===== config.mk =====
export PLATFORM = sky130hd
export DESIGN_NAME = button_click_classifier_top
export DESIGN_NICKNAME = d
export VERILOG_FILES = /design/src/design/bcc_pkg.sv /design/src/design/bcc_cfg_regs.sv /design/src/design/bcc_core.sv /design/src/design/button_click_classifier_top.sv
export VERILOG_INCLUDE_DIRS = /design/src /design/src/design
export SDC_FILE = /design/constraint.sdc
export NUM_CORES = 1
export LEC_CHECK = 0
export BUFFER_PORTS_ARGS = -buffer_cell sky130_fd_sc_hd__buf_2
export CAP_MARGIN = 20
export CORE_ASPECT_RATIO = 0.7
export CORE_MARGIN = 4
export CORE_UTILIZATION = 45
export CTS_CLUSTER_DIAMETER = 60
export CTS_CLUSTER_SIZE = 8
export DETAILED_ROUTE_END_ITERATION = 12
export HOLD_SLACK_MARGIN = 0.03
export SYNTH_ARGS = -nofsm -noshare
export SYNTH_HDL_FRONTEND = slang
export SYNTH_HIERARCHICAL = 1
export SYNTH_SLANG_ARGS = --single-unit

===== constraint.sdc =====
create_clock -name clock -period 6.1 [get_ports clock]
set_input_delay 0.61 -clock clock [delete_from_list [all_inputs] [get_ports clock]]
set_output_delay 0.61 -clock clock [all_outputs]
set_load 0.01 [all_outputs]

===== src/design/button_click_classifier_top_defines.svh =====
// ----------------------------------------------------------------------------
// Button click classifier assertion macros
// Shared concurrent check macros, clocked on clock and disabled in reset.
// ----------------------------------------------------------------------------
`ifndef BUTTON_CLICK_CLASSIFIER_TOP_DEFINES_SVH
`define BUTTON_CLICK_CLASSIFIER_TOP_DEFINES_SVH

// same-cycle implication
`define BCC_ASSERT_NOW(label, ante, cons) \
   label: assert property (@(posedge clock) disable iff (reset) (ante) |-> (cons)) \
      else $error("bcc check failed");

// next-cycle implication
`define BCC_ASSERT_NEXT(label, ante, cons) \
   label: assert property (@(posedge clock) disable iff (reset) (ante) |=> (cons)) \
      else $error("bcc check failed");

`endif


===== src/design/bcc_pkg.sv =====
// ----------------------------------------------------------------------------
// Button click classifier package
// Widths, register indexes, event codes and configuration struct.
// ----------------------------------------------------------------------------
package bcc_pkg;

   localparam int COUNT_WIDTH = 16;
   localparam int CFG_WIDTH   = 16;
   localparam int CMP_WIDTH   = (COUNT_WIDTH > CFG_WIDTH) ? COUNT_WIDTH : CFG_WIDTH;
   localparam int IDX_WIDTH   = 2;
   localparam int EV_WIDTH    = 3;
   localparam int CLK_WIDTH   = 3;

   typedef logic [COUNT_WIDTH-1:0] count_type;
   typedef logic [CFG_WIDTH-1:0]   cfg_word_type;
   typedef logic [CMP_WIDTH-1:0]   cmp_type;
   typedef logic [IDX_WIDTH-1:0]   idx_type;
   typedef logic [EV_WIDTH-1:0]    event_type;
   typedef logic [CLK_WIDTH-1:0]   clicks_type;

   localparam count_type  COUNT_MAX = '1;
   localparam clicks_type CLICKS_MAX = '1;

   // register indexes
   localparam idx_type REG_NOISE_FLOOR    = 2'd0;
   localparam idx_type REG_LONG_THRESHOLD = 2'd1;
   localparam idx_type REG_NOISE_CEILING  = 2'd2;
   localparam idx_type REG_GAP_TIMEOUT    = 2'd3;

   localparam cfg_word_type RST_NOISE_FLOOR    = 16'd5;
   localparam cfg_word_type RST_LONG_THRESHOLD = 16'd50;
   localparam cfg_word_type RST_NOISE_CEILING  = 16'd300;
   localparam cfg_word_type RST_GAP_TIMEOUT    = 16'd40;

   // event codes
   localparam event_type EV_NONE   = 3'd0;
   localparam event_type EV_SINGLE = 3'd1;
   localparam event_type EV_DOUBLE = 3'd2;
   localparam event_type EV_TRIPLE = 3'd3;
   localparam event_type EV_LONG   = 3'd4;

   localparam clicks_type CLICKS_ONE   = 3'd1;
   localparam clicks_type CLICKS_TWO   = 3'd2;
   localparam clicks_type CLICKS_THREE = 3'd3;

   typedef struct packed {
      cfg_word_type noise_floor;
      cfg_word_type long_threshold;
      cfg_word_type noise_ceiling;
      cfg_word_type gap_timeout;
   } cfg_type;

   function automatic cmp_type ext_count(input count_type value);
      return CMP_WIDTH'(value);
   endfunction

   function automatic cmp_type ext_cfg(input cfg_word_type value);
      return CMP_WIDTH'(value);
   endfunction

endpackage


===== src/design/bcc_cfg_regs.sv =====
// ----------------------------------------------------------------------------
// Button click classifier configuration registers
// Four 16-bit threshold registers behind a plain write port.
// ----------------------------------------------------------------------------
module bcc_cfg_regs
   import bcc_pkg::*;
(
   input  logic         clock,
   input  logic         reset,
   input  logic         write_en,
   input  idx_type      index,
   input  cfg_word_type wdata,
   output cfg_type      cfg
);

   cfg_type cfg_ff;
   cfg_type cfg_in;

   always_comb begin
      cfg_in = cfg_ff;
      if (write_en) begin
         case (index)
            REG_NOISE_FLOOR:    cfg_in.noise_floor    = wdata;
            REG_LONG_THRESHOLD: cfg_in.long_threshold = wdata;
            REG_NOISE_CEILING:  cfg_in.noise_ceiling  = wdata;
            REG_GAP_TIMEOUT:    cfg_in.gap_timeout    = wdata;
            default: ;
         endcase
      end
   end

   always_ff @(posedge clock) begin
      if (reset) begin
         cfg_ff.noise_floor    <= RST_NOISE_FLOOR;
         cfg_ff.long_threshold <= RST_LONG_THRESHOLD;
         cfg_ff.noise_ceiling  <= RST_NOISE_CEILING;
         cfg_ff.gap_timeout    <= RST_GAP_TIMEOUT;
      end else begin
         cfg_ff <= cfg_in;
      end
   end

   assign cfg = cfg_ff;

endmodule


===== src/design/bcc_core.sv =====
// ----------------------------------------------------------------------------
// Button click classifier core
// Press/release counters and the noise/click/stage phase machine.
// ----------------------------------------------------------------------------
`include "button_click_classifier_top_defines.svh"

module bcc_core
   import bcc_pkg::*;
(
   input  logic      clock,
   input  logic      reset,
   input  cfg_type   cfg,
   input  logic      step,
   input  logic      pin_level,
   output event_type click_event
);

   typedef enum logic [1:0] {
      PH_NOISE = 2'd0,
      PH_CLICK = 2'd1,
      PH_STAGE = 2'd2
   } phase_type;

   logic       last_level_ff,   last_level_in;
   phase_type  phase_ff,        phase_in;
   count_type  press_ticks_ff,  press_ticks_in;
   count_type  release_ticks_ff, release_ticks_in;
   clicks_type short_clicks_ff, short_clicks_in;

   count_type press_mid;
   count_type release_mid;
   cmp_type   press_x;
   cmp_type   release_x;
   logic      clear_seq;
   event_type ev;

   always_comb begin
      // edge clears first, then saturating count
      press_mid   = (pin_level && !last_level_ff) ? '0 : press_ticks_ff;
      release_mid = (!pin_level && last_level_ff) ? '0 : release_ticks_ff;
      if (pin_level && press_mid != COUNT_MAX) begin
         press_mid = press_mid + 1'b1;
      end
      if (!pin_level && release_mid != COUNT_MAX) begin
         release_mid = release_mid + 1'b1;
      end
      press_x   = ext_count(press_mid);
      release_x = ext_count(release_mid);

      phase_in        = phase_ff;
      short_clicks_in = short_clicks_ff;
      clear_seq       = 1'b0;
      ev              = EV_NONE;

      case (phase_ff)
         PH_CLICK: begin
            if (!pin_level) begin
               if (press_x > ext_cfg(cfg.noise_floor) &&
                   press_x <= ext_cfg(cfg.long_threshold)) begin
                  phase_in = PH_STAGE;
                  if (short_clicks_ff != CLICKS_MAX) begin
                     short_clicks_in = short_clicks_ff + 1'b1;
                  end
               end else if (press_x > ext_cfg(cfg.long_threshold) &&
                            press_x <= ext_cfg(cfg.noise_ceiling)) begin
                  clear_seq = 1'b1;
                  ev        = EV_LONG;
               end else if (press_x > ext_cfg(cfg.noise_ceiling)) begin
                  clear_seq = 1'b1;
               end
            end
         end
         PH_STAGE: begin
            if (release_x > ext_cfg(cfg.gap_timeout) && !pin_level) begin
               case (short_clicks_ff)
                  CLICKS_ONE:   ev = EV_SINGLE;
                  CLICKS_TWO:   ev = EV_DOUBLE;
                  CLICKS_THREE: ev = EV_TRIPLE;
                  default:      ev = EV_NONE;
               endcase
               clear_seq = 1'b1;
            end else if (release_x <= ext_cfg(cfg.gap_timeout) && pin_level) begin
               phase_in = PH_CLICK;
            end
         end
         default: begin
            // noise phase, unused code behaves the same
            if (press_x > ext_cfg(cfg.noise_floor) && pin_level) begin
               phase_in = PH_CLICK;
            end else if (press_x <= ext_cfg(cfg.noise_floor) && !pin_level) begin
               clear_seq = 1'b1;
            end
         end
      endcase

      press_ticks_in   = press_mid;
      release_ticks_in = release_mid;
      if (clear_seq) begin
         press_ticks_in   = '0;
         release_ticks_in = '0;
         short_clicks_in  = '0;
         phase_in         = PH_NOISE;
      end
      last_level_in = pin_level;
   end

   always_ff @(posedge clock) begin
      if (reset) begin
         last_level_ff    <= 1'b0;
         phase_ff         <= PH_NOISE;
         press_ticks_ff   <= '0;
         release_ticks_ff <= '0;
         short_clicks_ff  <= '0;
      end else if (step) begin
         last_level_ff    <= last_level_in;
         phase_ff         <= phase_in;
         press_ticks_ff   <= press_ticks_in;
         release_ticks_ff <= release_ticks_in;
         short_clicks_ff  <= short_clicks_in;
      end
   end

   assign click_event = ev;

   // a staged sequence always holds at least one short click
   `BCC_ASSERT_NOW(a_stage_has_click, phase_ff == PH_STAGE, short_clicks_ff != '0)
   // a long click always ends the sequence
   `BCC_ASSERT_NEXT(a_long_clears, step && ev == EV_LONG, phase_ff == PH_NOISE && short_clicks_ff == '0)

endmodule


===== src/design/button_click_classifier_top.sv =====
// ----------------------------------------------------------------------------
// Button click classifier top level
// Input register, classifier core, result register and threshold registers.
// ----------------------------------------------------------------------------
// Usage:
//   req channel carries one button sample (req_pin_level) per request;
//   rsp channel returns one click code (rsp_click_event) per request, in
//   order: 0 none, 1 single, 2 double, 3 triple, 4 long click.
//   csr_write_en/csr_index/csr_wdata write the four thresholds; write only
//   while no request is in flight.
// Flow: a request enters the input register, then its result moves to the
//   result register when the result side is free. One request per cycle
//   sustained while rsp_stall is low; the phase machine and counters update
//   in the same cycle that the sample moves on to the result register.
// Reset: synchronous; clears the valid flags of both pipeline registers and
//   the sequence state, and loads the thresholds 5, 50, 300 and 40.
// Stall: while rsp_stall holds a result, one more request is taken into
//   the input register; req_stall then rises until the result is taken.
// ----------------------------------------------------------------------------
`include "button_click_classifier_top_defines.svh"

module button_click_classifier_top
   import bcc_pkg::*;
(
   input  logic         clock,
   input  logic         reset,
   input  logic         req_valid,
   output logic         req_stall,
   input  logic         req_pin_level,
   output logic         rsp_valid,
   input  logic         rsp_stall,
   output event_type    rsp_click_event,
   input  logic         csr_write_en,
   input  idx_type      csr_index,
   input  cfg_word_type csr_wdata
);

   logic      in_valid_ff,  in_valid_in;
   logic      in_pin_ff,    in_pin_in;
   logic      out_valid_ff, out_valid_in;
   event_type out_event_ff, out_event_in;
   logic      accept;
   logic      advance;
   cfg_type   cfg;
   event_type core_event;

   bcc_cfg_regs u_cfg (
      .clock    (clock),
      .reset    (reset),
      .write_en (csr_write_en),
      .index    (csr_index),
      .wdata    (csr_wdata),
      .cfg      (cfg)
   );

   bcc_core u_core (
      .clock       (clock),
      .reset       (reset),
      .cfg         (cfg),
      .step        (advance),
      .pin_level   (in_pin_ff),
      .click_event (core_event)
   );

   always_comb begin
      advance      = in_valid_ff && (!out_valid_ff || !rsp_stall);
      req_stall    = in_valid_ff && !advance;
      accept       = req_valid && !req_stall;
      in_valid_in  = accept || (in_valid_ff && !advance);
      in_pin_in    = accept ? req_pin_level : in_pin_ff;
      out_valid_in = advance || (out_valid_ff && rsp_stall);
      out_event_in = advance ? core_event : out_event_ff;
   end

   always_ff @(posedge clock) begin
      if (reset) begin
         in_valid_ff  <= 1'b0;
         out_valid_ff <= 1'b0;
      end else begin
         in_valid_ff  <= in_valid_in;
         out_valid_ff <= out_valid_in;
      end
   end

   always_ff @(posedge clock) begin
      in_pin_ff    <= in_pin_in;
      out_event_ff <= out_event_in;
   end

   assign rsp_valid       = out_valid_ff;
   assign rsp_click_event = out_event_ff;

   // a held request is never dropped
   `BCC_ASSERT_NEXT(a_hold_request, in_valid_ff && !advance, in_valid_ff)
   // request side only stalls with a full input register behind a held result
   `BCC_ASSERT_NOW(a_stall_cause, req_stall, in_valid_ff && out_valid_ff && rsp_stall)

endmodule


[Word level (Yosys, flattened, before mapping)]
Cells that the tools add are included.
Operators by class
  add/sub/neg operators: 3
  $lt $le $gt $ge: 8
  equality and inequality tests: 16
  mux-type cells: 32
  reductions and logical operators: 34
Operator list (count)
  $mux W16: 6
  $gt A16 B16 Y1: 4
  $le A16 B16 Y1: 4
  $add A16 B1 Y16 const B: 2
  $ne A16 B16 Y1 const B: 2
  $mux W3: 9
  $logic_and A1 B1 Y1: 14
  $mux W2: 6
  $reduce_and A2 Y1: 4
  $mux W1: 7
  $eq A2 B2 Y1 const B: 3
  $eq A3 B2 Y1 const B: 2
  $logic_not A1 Y1: 6
  $ne A3 B1 Y1 const B: 2
  $ne A3 B2 Y1 const B: 2
  $pmux W2 S3: 1
  $pmux W3 S2: 1
  $reduce_and A6 Y1: 1
  $reduce_bool A2 Y1: 3
  $reduce_and A5 Y1: 1
  $eq A2 B1 Y1 const B: 2
  $pmux W2 S2: 1
  $reduce_bool A4 Y1: 1
  $add A3 B1 Y3 const B: 1
  other kinds (6): 8
Storage, ports and cells
  register bits after elaboration: 108
  input bits: 24
  output and inout port bits: 5

[Depth between registers and ports, before layout]
Gate-level depths: netlist of run 1.
  depth in word-level cells: 14
  mapped depth: 23
  mapped depth without buffers: 20

[Hierarchy]
The synthesis of run 1 kept the hierarchy.
By module, submodules not included
  bcc_core: instances 1, cells each 534, area an instance 3988.8 µm²
  bcc_cfg_regs: instances 1, cells each 237, area an instance 2561.2 µm²
  button_click_classifier_top: instances 1, cells each 14, area an instance 206.4 µm²

[Worst setup path before layout of run 1]
Ideal clock, no wire load.
  path type: register to register
  start point: register in_pin_ff
  end point: register u_core.press_ticks_ff[2]
  setup time: 0.117 ns
  data arrival time: 4.423 ns
  slack: 1.560 ns
  stages on the path, launching flop included: 24
  path through: edfxtp_1 buf_2 nand2b_1 nand2_1 inv_1 ha_1 nand2_1 and4bb_2 a41oi_2 buf_2 nand3_1 xor2_1 nor2_1 ha_1 nand4_1 or4_1 a21o_1 a31o_2 o21a_1 o32a_1 and2_1 buf_6 buf_6 a22o_1
On the way
  longest elaborated chain between the ends: 12
RTL lines
  from (decl): line button_click_classifier_top.sv:39  | logic in_pin_ff, in_pin_in;
  from (signal assigned): line button_click_classifier_top.sv:86  | in_pin_ff <= in_pin_in;
  branches (longest 11 deep; another with $add A16 B1 Y16)
  $mux W16 (*): line bcc_core.sv:98  | if (clear_seq) begin
  to (signal assigned): line bcc_core.sv:117  | press_ticks_ff <= press_ticks_in;
  to (decl): line bcc_core.sv:26  | count_type press_ticks_ff, press_ticks_in;
Every way passes the cells marked *.
A chain may end at the register's enable or synchronous reset.

[Worst setup path in the final report of run 1]
  start point: register in_pin_ff
  end point: register u_core.press_ticks_ff[11]
The elaborated chain is that of the path after synthesis.

==> metrics, run 1 <==
Die Ht=110.5 um; status=finished, final reports clean; Placed Cells=983; Synth Cell Area=6756 um2; sequential power share=49.2%; Final TNS setup=0 ns; most frequent cell after synthesis=dfxtp_1; DRC=0; fin area=7337 um2; share of layout cells above drive strength 1=7.711%; slowest cell delay on critical path=0.57 ns; P&R area growth vs syn=8.593%; crit-path max FO=15; initial DRC count=307; Slew HR=24.34%; commonest cells in the netlist=dfxtp_1 (104), inv_1 (79), nand2b_1 (75); chip width=154.5 um; placed inst area=7032 um2; total core area=14720 um2; largest net degree at the start of global routing=63; Worst Path Required=6.40 ns; RSZ-0062 raised after global routing=false; DIE AREA=17070 um2; number of buffers created by CTS=9; minimum clock period=5.643 ns; LEAKAGE=3.212 nW; Routed WL=17320 um; yosys warns=6; vias in the first global route=5484; power density cells=205.1 nW/um2; Rows=37; CTS tree=yes; largest area contributor in the netlist=dfxtp_1; Clock Sinks=108; Longest Clk Path Bufs=2; Avg Vias per Cell=5.555; Post-synth ARST share=0%; synthesized net count=882; Clock transition at path regs=0.07 ns; Max-Cap Viols=0; cells after synthesis=785; clock latency on the worst-skew pair=0.36 ns; syn avg cell area=8.607 um2; CP endpoint kind=flip-flop; I/O pin count=29; crit path kind=flip-flop to flip-flop; final clock skew=0.007567 ns; main flop type after synthesis=dfxtp_1; P_int=1.118 mW; non-filler instance count after layout=999; Via Count=5549; Fmax=0.1772 GHz; H-tree depth=3; gp weighted congestion=0.9313; power share of the clock group=40.8%; antenna cells=0; first-pass GRT wire length=28800 um; share of the yosys chip area belonging to registers=32.59%; Initial Utilization=45.89%; Root Driver=clkbuf_16; Logic pwr share=10.0%; Hold Crit Class=primary input to flip-flop; # setup viols final=0; Final Hold Vio Count=0; switch share=25.71%; routed len/inst=17.34 um; remaining global-route overflow=0; period utilization=92.51%; synth unique cells=61; maximum vdd ir drop=124.1 uV; crit path DAT=5.95 ns; Total GRT Usage=20.86%; Yosys top cell area share=30.81%; crit path cell chain=nand2b_1 > and2_1 > ha_1 > nand3_1 > nor3b_1 > a41oi_2 > and3_1 > nand2_1 > xor2_1 > nor2_1 > ha_1 > a21oi_1 > nand2_1 > a221o_1 > a211oi_1 > o21a_1 > o32a_1 > and2_1 > a22o_1; Max Slew Vio Count=0; dominant cells by area after synthesis=dfxtp_1 (31%), ha_1 (14%), mux2i_1 (9.6%); Layout Nets=896; Pre-antenna DRT Iters=5; Final HPWL DP=12910 um; IO Port Bufs=28; #FFs+latches synth=108; kind of start point of the critical path=flip-flop; # hold bufs at CTS=0; initial antenna violation count=0; Worst Max-Slew Pin Slew=1.131 ns; number of synthesized flops with an enable pin=4; Psw=0.3870 mW; Post-DRT Antenna Nets=0; CP max-delay cell=edfxtp_1
-- cells by family (layout without fill, tap and decap cells) --
kind of cell | count (synthesis) | count (layout) | synth area share [%]
xor+xnor | 25 | 25 | 3.241
mux | 66 | 66 | 9.796
flops | 108 | 108 | 32.59
simple gates | 287 | 287 | 22.57
compound gates | 114 | 114 | 11.39
buf+inv | 112 | 131 | 6.889
fa+ha+maj | 73 | 73 | 13.52
-- repair_timing --
action                                  4_1_cts  5_1_grt
setup buffers                                 0        0
resized for setup                             0        1
endpoints found under the setup margin        0       16
-- flip-flops by register name, summed over array words and instances, names as in the netlist --
signal,count
u_core/short_clicks_ff,3
u_cfg/cfg,64
rsp_click_event,3
u_core/last_level_ff,1
u_core/release_ticks_ff,16
u_core/phase_ff,2
rsp_valid,1
in_valid_ff,1
in_pin_ff,1
u_core/press_ticks_ff,16
-- cell usage in the layout (no fill, tap or decap), types with 5 or more instances in the layout --
cell type | netlist | final
a21o_1 | 5 | 5
a21oi_1 | 51 | 51
a22o_1 | 15 | 15
and2_1 | 6 | 6
and3_1 | 9 | 9
buf_2 | 9 | 28
buf_4 | 1 | 8
clkbuf_16 | 0 | 9
dfxtp_1 | 104 | 104
ha_1 | 73 | 73
inv_1 | 79 | 79
mux2i_1 | 65 | 65
nand2_1 | 51 | 51
nand2b_1 | 75 | 75
nand3_1 | 32 | 32
nand4_1 | 24 | 24
nor2_1 | 57 | 57
o21ai_0 | 7 | 7
xor2_1 | 21 | 21
-- power by group through the flow --
stage | sequential (mW) | clock (mW) | combinational (mW)
global placement | 0.756 | 0 | 0.144
global route | 0.743 | 0.656 | 0.168
floorplan | 0.752 | 0 | 0.104
CTS | 0.740 | 0.633 | 0.150
finish | 0.740 | 0.614 | 0.150
detailed placement | 0.757 | 0 | 0.149
-- through the flow --
step                hold slack, ns  util (%)  total power, mW  setup slack (ns)
global placement            0.4601     47.76           0.9004            0.6603
CTS                         0.4174     49.82            1.523            0.4823
floorplan                   0.4483         -           0.8563             1.560
detailed placement          0.4648     47.76           0.9052            0.5443
finish                      0.4331     49.84            1.505            0.4570
global route                0.4195     49.84            1.566           0.05505
-- routing by layer --
metal / vias up / wire length [um] / GRT usage (%)
met2: 128 / 7342 / 31.31
met5: - / 0 / 0
met3: 16 / 860 / 4.113
met1: 2672 / 8923 / 30.79
met4: 0 / 193 / 4.824
li1: 2733 / - / -
-- path summary, 6_finish.rpt --
| kind | depth (start not counted) | from | slack, ns | to |
|---|---|---|---|---|
| worst max-delay path | 19 | in_pin_ff | 0.46 | u_core/press_ticks_ff[11] |
| worst min-delay path | 1 | req_pin_level | 0.43 | in_pin_ff |
| worst max register to register | 19 | in_pin_ff | 0.46 | u_core/press_ticks_ff[11] |
| worst min register to register | 2 | u_cfg/cfg[22] | 0.48 | u_cfg/cfg[22] |
-- critical path: cells and delay by family, from the launching register on --
family | cells | cell delay [ns]
AO/OA/AOI/OAI | 7 | 2.22
XOR/XNOR | 1 | 0.14
adder cells (fa/ha/maj) | 2 | 0.54
flip-flops | 1 | 0.57
AND/OR/NAND/NOR | 9 | 2.10
-- cell type report --
class,count,area (um2)
Fill cell,1427,7385
Sequential cell,108,2202
Clock inverter,4,56.30
Inverter,79,296.5
Clock buffer,12,246.5
Timing Repair Buffer,36,200.2
Tap cell,195,244.0
Multi-Input combinational cell,565,4091
Power figures use the tool's default switching activity.
==> run 2: changes to the inputs <==
ABC_AREA = 1   (was not set)
==> run 2 against run 1 <==
Maximum frequency up 7.1%. Cell area up 5.4%. Hold slack better by 0.016 ns. Global-route usage down 0.76 points. Final cell count up 32%. Flip-flop and latch count unchanged. Largest cell class unchanged.
==> metrics, run 2 <==
maximum vdd ir drop=132.7 uV; Clock Sinks=108; kind of start point of the critical path=flip-flop; chip width=159.1 um; power density cells=207.8 nW/um2; Logic pwr share=18.0%; Post-DRT Antenna Nets=0; worst reg2reg startpoint=in_pin_ff; Slew HR=44.60%; Die Ht=113.8 um; minimum clock period=5.268 ns; Worst Path Required=6.37 ns; crit path kind=flip-flop to flip-flop; Power Total=1.607 mW; fin area=7731 um2; Max Slew Vio Count=0; # setup viols final=0; I/O pin count=29; buffer count from post-CTS setup fixing=0; LEAKAGE=3.871 nW; placed inst area=7457 um2; reg2reg setup slack=0.83 ns; Via Count=6439; vias in the first global route=5704; commonest cells in the netlist=nand2_1 (281), inv_1 (196), nor2_1 (165); P&R area growth vs syn=7.517%; # hold bufs at CTS=0; main flop type after synthesis=dfxtp_1; status=finished, final reports clean; most frequent cell after synthesis=nand2_1; Hold Crit Class=primary input to flip-flop; Post-synth ARST share=0%; CTS tree=yes; Worst Max-Slew Pin Slew=0.8300 ns; final clock skew=0.01282 ns; Max-Cap Viols=0; initial DRC count=470; share of the yosys chip area belonging to registers=30.62%; crit-path max FO=18; RSZ-0062 raised after global routing=false; commonest non-fill, non-tap cell in the layout=nand2_1; initial antenna violation count=0; largest area contributor in the netlist=dfxtp_1; Worst setup endpoint=u_core/press_ticks_ff[14]; Root Driver=clkbuf_16; share of layout cells above drive strength 1=7.213%; Layout Nets=1216; IO Port Bufs=28; most frequent cells in the layout=nand2_1 (281), inv_1 (196), nor2_1 (164); met1 Resource Use GR=31.64%; max FFs per register=64; met2 usage=29.27%; remaining global-route overflow=0; Pre-antenna DRT Iters=5; post-CTS sizing=0; #FFs+latches synth=108; cell mode on critical path=nand2_1; sequential power share=47.3%; Yosys top cell area share=28.95%; cells after synthesis=1109; Psw=0.4922 mW; pre-CTS setup slack=1.011 ns; Final HPWL DP=13450 um; number of synthesized flops with an enable pin=4; Final TNS setup=0 ns; routed len/inst=13.56 um; CP startpoint=in_pin_ff; Routed WL=17930 um; power share of the clock group=34.7%; Rows=38; slowest cell delay on critical path=0.57 ns; Clock transition at path regs=0.07 ns; Synth Cell Area=7191 um2; number of buffers created by CTS=9; switch share=30.63%; Total GRT Usage=20.10%; syn avg cell area=6.484 um2; Fmax=0.1898 GHz; DIE AREA=18100 um2; Final WS setup=0.8318 ns; clock latency on the worst-skew pair=0.35 ns; Final Hold Vio Count=0; total core area=15600 um2; Initial Utilization=46.11%; Reg-to-Reg End=u_core/press_ticks_ff[14]; gp weighted congestion=0.9351; yosys warns=6; DRC=0; crit path DAT=5.54 ns; largest net degree at the start of global routing=65; CP Depth=31; synth unique cells=36; met3 Use GR=3.106%; first-pass GRT wire length=29700 um; antenna cells=0; Avg Vias per Cell=4.867; crit path buf inv count=5; reg2reg path depth=31; synthesized net count=1206; CP endpoint kind=flip-flop; P_int=1.115 mW; CP max-delay cell=edfxtp_1; CP top delay family=simple AND/OR/NAND/NOR gates; H-tree depth=3; busiest grt layer=met1; period utilization=86.36%; dominant cells by area after synthesis=dfxtp_1 (29%), nand2_1 (15%), ha_1 (13%); Longest Clk Path Bufs=2
-- run 2: cell count changes in the layout (fill, tap and decap cells not counted), moves of 10 or more --
cell / change
inv_1: +117
o21ai_0: +19
nor2_1: +107
a21oi_1: +33
a22o_1: -15
nand3_1: +10
mux2i_1: -65
nand2_1: +230
nand2b_1: -75
-- run 2: cells by family after synthesis --
family	synth area share [%]
buffers and inverters	13.03
DFF	30.62
AOI/OAI and AO/OA	8.596
adders and majority gates	12.70
xor gates and xnor gates	3.410
and+or+nand+nor	31.63
-- run 2: area by class of cell --
class | instances | area (um2)
inverter | 203 | 769.5
timing repair buffer | 33 | 177.7
sequential | 108 | 2202
fill | 1656 | 7864
multi-input combinational | 764 | 4058
clock buffer | 9 | 225.2
tap | 200 | 250.2
clock inverter | 6 | 48.80
-- run 2: worst register-to-register path, delay by kind of cell (launching register included) --
family                     cells  cell delay, ns
and+or+nand+nor               22            3.22
adders and majority gates      2            0.46
AOI/OAI and AO/OA              1            0.14
xor gates and xnor gates       1            0.14
buffers and inverters          5            0.64
DFF                            1            0.57
-- run 2: worst min path at each step --
stage	cells past startpoint	slack, ns	to	from
floorplan	2	0.43	u_cfg/cfg[18]	u_cfg/cfg[18]
global placement	2	0.44	u_cfg/cfg[24]	u_cfg/cfg[24]
detailed placement	2	0.45	u_cfg/cfg[18]	u_cfg/cfg[18]
CTS	1	0.44	in_pin_ff	req_pin_level
global route	1	0.43	in_pin_ff	req_pin_level
finish	1	0.45	in_pin_ff	req_pin_level
-- run 2: layer usage --
| metal | share of wire [%] | up-vias | routed length, um |
|---|---|---|---|
| met3 | 4.7 | 13 | 835 |
| met1 | 55 | 2850 | 9796 |
| met2 | 40 | 140 | 7161 |
| met4 | 0.78 | 0 | 140 |
| li1 | - | 3436 | - |
| met5 | 0 | - | 0 |
-- run 2: stage by stage --
stage	util [%]	hold slack, ns	cells
floorplan	-	0.4289	1109
global placement	47.82	0.4437	1308
detailed placement	47.82	0.4491	1308
CTS	49.57	0.4408	1323
global route	49.57	0.4331	1323
finish	49.57	0.4492	1323
-- run 2: power groups by stage --
stage / clock [mW] / combinational [mW] / sequential (mW)
after floorplan: 0 / 0.210 / 0.771
after global placement: 0 / 0.286 / 0.776
after detailed placement: 0 / 0.286 / 0.777
after CTS: 0.577 / 0.288 / 0.761
after global routing: 0.601 / 0.332 / 0.764
final: 0.557 / 0.289 / 0.761
==> run 3: changes to the inputs <==
==> constraint.sdc (replaced) <==
create_clock -name clock -period 6.4 [get_ports clock]
set_input_delay 0.64 -clock clock [delete_from_list [all_inputs] [get_ports clock]]
set_output_delay 0.64 -clock clock [all_outputs]
set_load 0.005 [all_outputs]
==> run 3 against run 2 <==
Global-route usage is essentially flat. Final cell count is the same. Clock skew shrank 0.0016 ns. Sequential share of layout area is the same.
==> metrics, run 3 (same netlist as run 2, synthesis figures left out) <==
Register Area=2202 um2; kind of start point of the critical path=flip-flop; minimum hold slack=0.4628 ns; Initial Utilization=46.11%; Final Hold Vio Count=0; Hold Crit Class=flip-flop to flip-flop; I/O pin count=29; pre-CTS setup slack=1.266 ns; Total GRT Usage=20.09%; reg2reg setup slack=1.19 ns; routed len/inst=13.56 um; hold depth=2; Via Count=6370; # setup viols final=0; IO Port Bufs=28; antenna cells=0; gp weighted congestion=0.9382; Clock Sinks=108; met2 usage=28.96%; cell mode on critical path=nand2_1; DIE AREA=18100 um2; CP endpoint kind=flip-flop; CP max-delay cell=edfxtp_1; status=finished, final reports clean; number of buffers created by CTS=9; busiest grt layer=met1; first-pass GRT wire length=29790 um; reg2reg path depth=31; commonest non-fill, non-tap cell in the layout=nand2_1; chip width=159.1 um; most frequent cells in the layout=nand2_1 (281), inv_1 (196), nor2_1 (164); crit path DAT=5.48 ns; initial DRC count=511; largest net degree at the start of global routing=65; Worst Path Required=6.67 ns; Placed Cells=1308; LEAKAGE=3.870 nW; Final TNS setup=0 ns; Slew HR=44.61%; initial antenna violation count=0; Die Ht=113.8 um; Longest Clk Path Bufs=2; minimum clock period=5.208 ns; Fmax=0.1920 GHz; Reg-to-Reg End=u_core/release_ticks_ff[10]; maximum vdd ir drop=135.7 uV; hold_sp=u_cfg/cfg[24]; slowest cell delay on critical path=0.58 ns; Max Slew Vio Count=0; FILL cells=1620; crit path buf inv count=5; power density cells=198.5 nW/um2; max FFs per register=64; Final WS setup=1.192 ns; Worst Max-Slew Pin Slew=0.8300 ns; area of the multi-input gates=4058 um2; buffer count from post-CTS setup fixing=0; Rows=38; total core area=15600 um2; CTS tree=yes; remaining global-route overflow=0; met1 Resource Use GR=31.79%; Avg Vias per Cell=4.815; worst reg2reg startpoint=in_pin_ff; Routed WL=17940 um; Clock transition at path regs=0.07 ns; DRC=0; Max-Cap Viols=0; Post-DRT Antenna Nets=0; Hold Path End=u_cfg/cfg[24]; post-CTS sizing=0; H-tree depth=3; met3 Use GR=3.106%; clock latency on the worst-skew pair=0.35 ns; period utilization=81.37%; Layout Nets=1216; share of layout cells above drive strength 1=7.213%; Root Driver=clkbuf_16; # hold bufs at CTS=0; RSZ-0062 raised after global routing=false; final clock skew=0.01118 ns; vias in the first global route=5577; crit-path max FO=18; placed inst area=7457 um2; non-filler instance count after layout=1323; Pre-antenna DRT Iters=6; fin area=7731 um2; P&R area growth vs syn=7.517%; crit path kind=flip-flop to flip-flop; CP top delay family=simple AND/OR/NAND/NOR gates; Final HPWL DP=13400 um
## run 3: cell types whose count changed in the layout (fill, tap and decap cells not counted)
| cell | previous run | this run |
|---|---|---|
| inv_6 | 3 | 2 |
| clkinv_4 | 2 | 3 |
## run 3: how the worst max path moves through the flow
stage	startpoint	end	slack, ns	cells after the start
2_1_floorplan	in_pin_ff	u_core/phase_ff[0]	2.66	32
3_3_place_gp	in_pin_ff	u_core/short_clicks_ff[0]	1.29	32
3_5_place_dp	in_pin_ff	u_core/press_ticks_ff[3]	1.27	31
4_1_cts	in_pin_ff	u_core/press_ticks_ff[3]	1.23	31
5_1_grt	in_pin_ff	u_core/press_ticks_ff[14]	0.56	31
6_report	in_pin_ff	u_core/release_ticks_ff[10]	1.19	31
## run 3: power by group
| part | internal, mW | switching [mW] | total (mW) |
|---|---|---|---|
| combinational | 0.0886 | 0.186 | 0.275 |
| sequential | 0.706 | 0.0181 | 0.724 |
| clock | 0.267 | 0.269 | 0.536 |
| total | 1.06 | 0.473 | 1.53 |
## run 3: area by class of cell
class / instances / share of cell area, %
Tap cell: 200 / 3.237
Clock inverter: 6 / 0.6312
Sequential cell: 108 / 28.48
Multi-Input combinational cell: 764 / 52.48
Timing Repair Buffer: 33 / 2.298
Inverter: 203 / 9.953
Clock buffer: 9 / 2.913
## run 3: worst register-to-register path, delay by kind of cell, from the launching register on
kind	cells	cell delay, ns
xor gates and xnor gates	1	0.16
buffers and inverters	5	0.65
AOI/OAI and AO/OA	1	0.14
and+or+nand+nor	22	3.14
DFF	1	0.58
adders and majority gates	2	0.46
## run 3: through the flow
| stage | util, % | power [mW] |
|---|---|---|
| after floorplan | - | 0.9349 |
| after global placement | 47.82 | 1.012 |
| after detailed placement | 47.82 | 1.011 |
| after CTS | 49.57 | 1.546 |
| after global routing | 49.57 | 1.627 |
| final | 49.57 | 1.535 |
## run 3: per-layer routing
| metal | up-vias | wire length, um | share of wire, % |
|---|---|---|---|
| li1 | 3433 | - | - |
| met1 | 2780 | 9757 | 54 |
| met2 | 145 | 7149 | 40 |
| met3 | 12 | 909 | 5.1 |
| met4 | 0 | 125 | 0.70 |
| met5 | - | 0 | 0 |
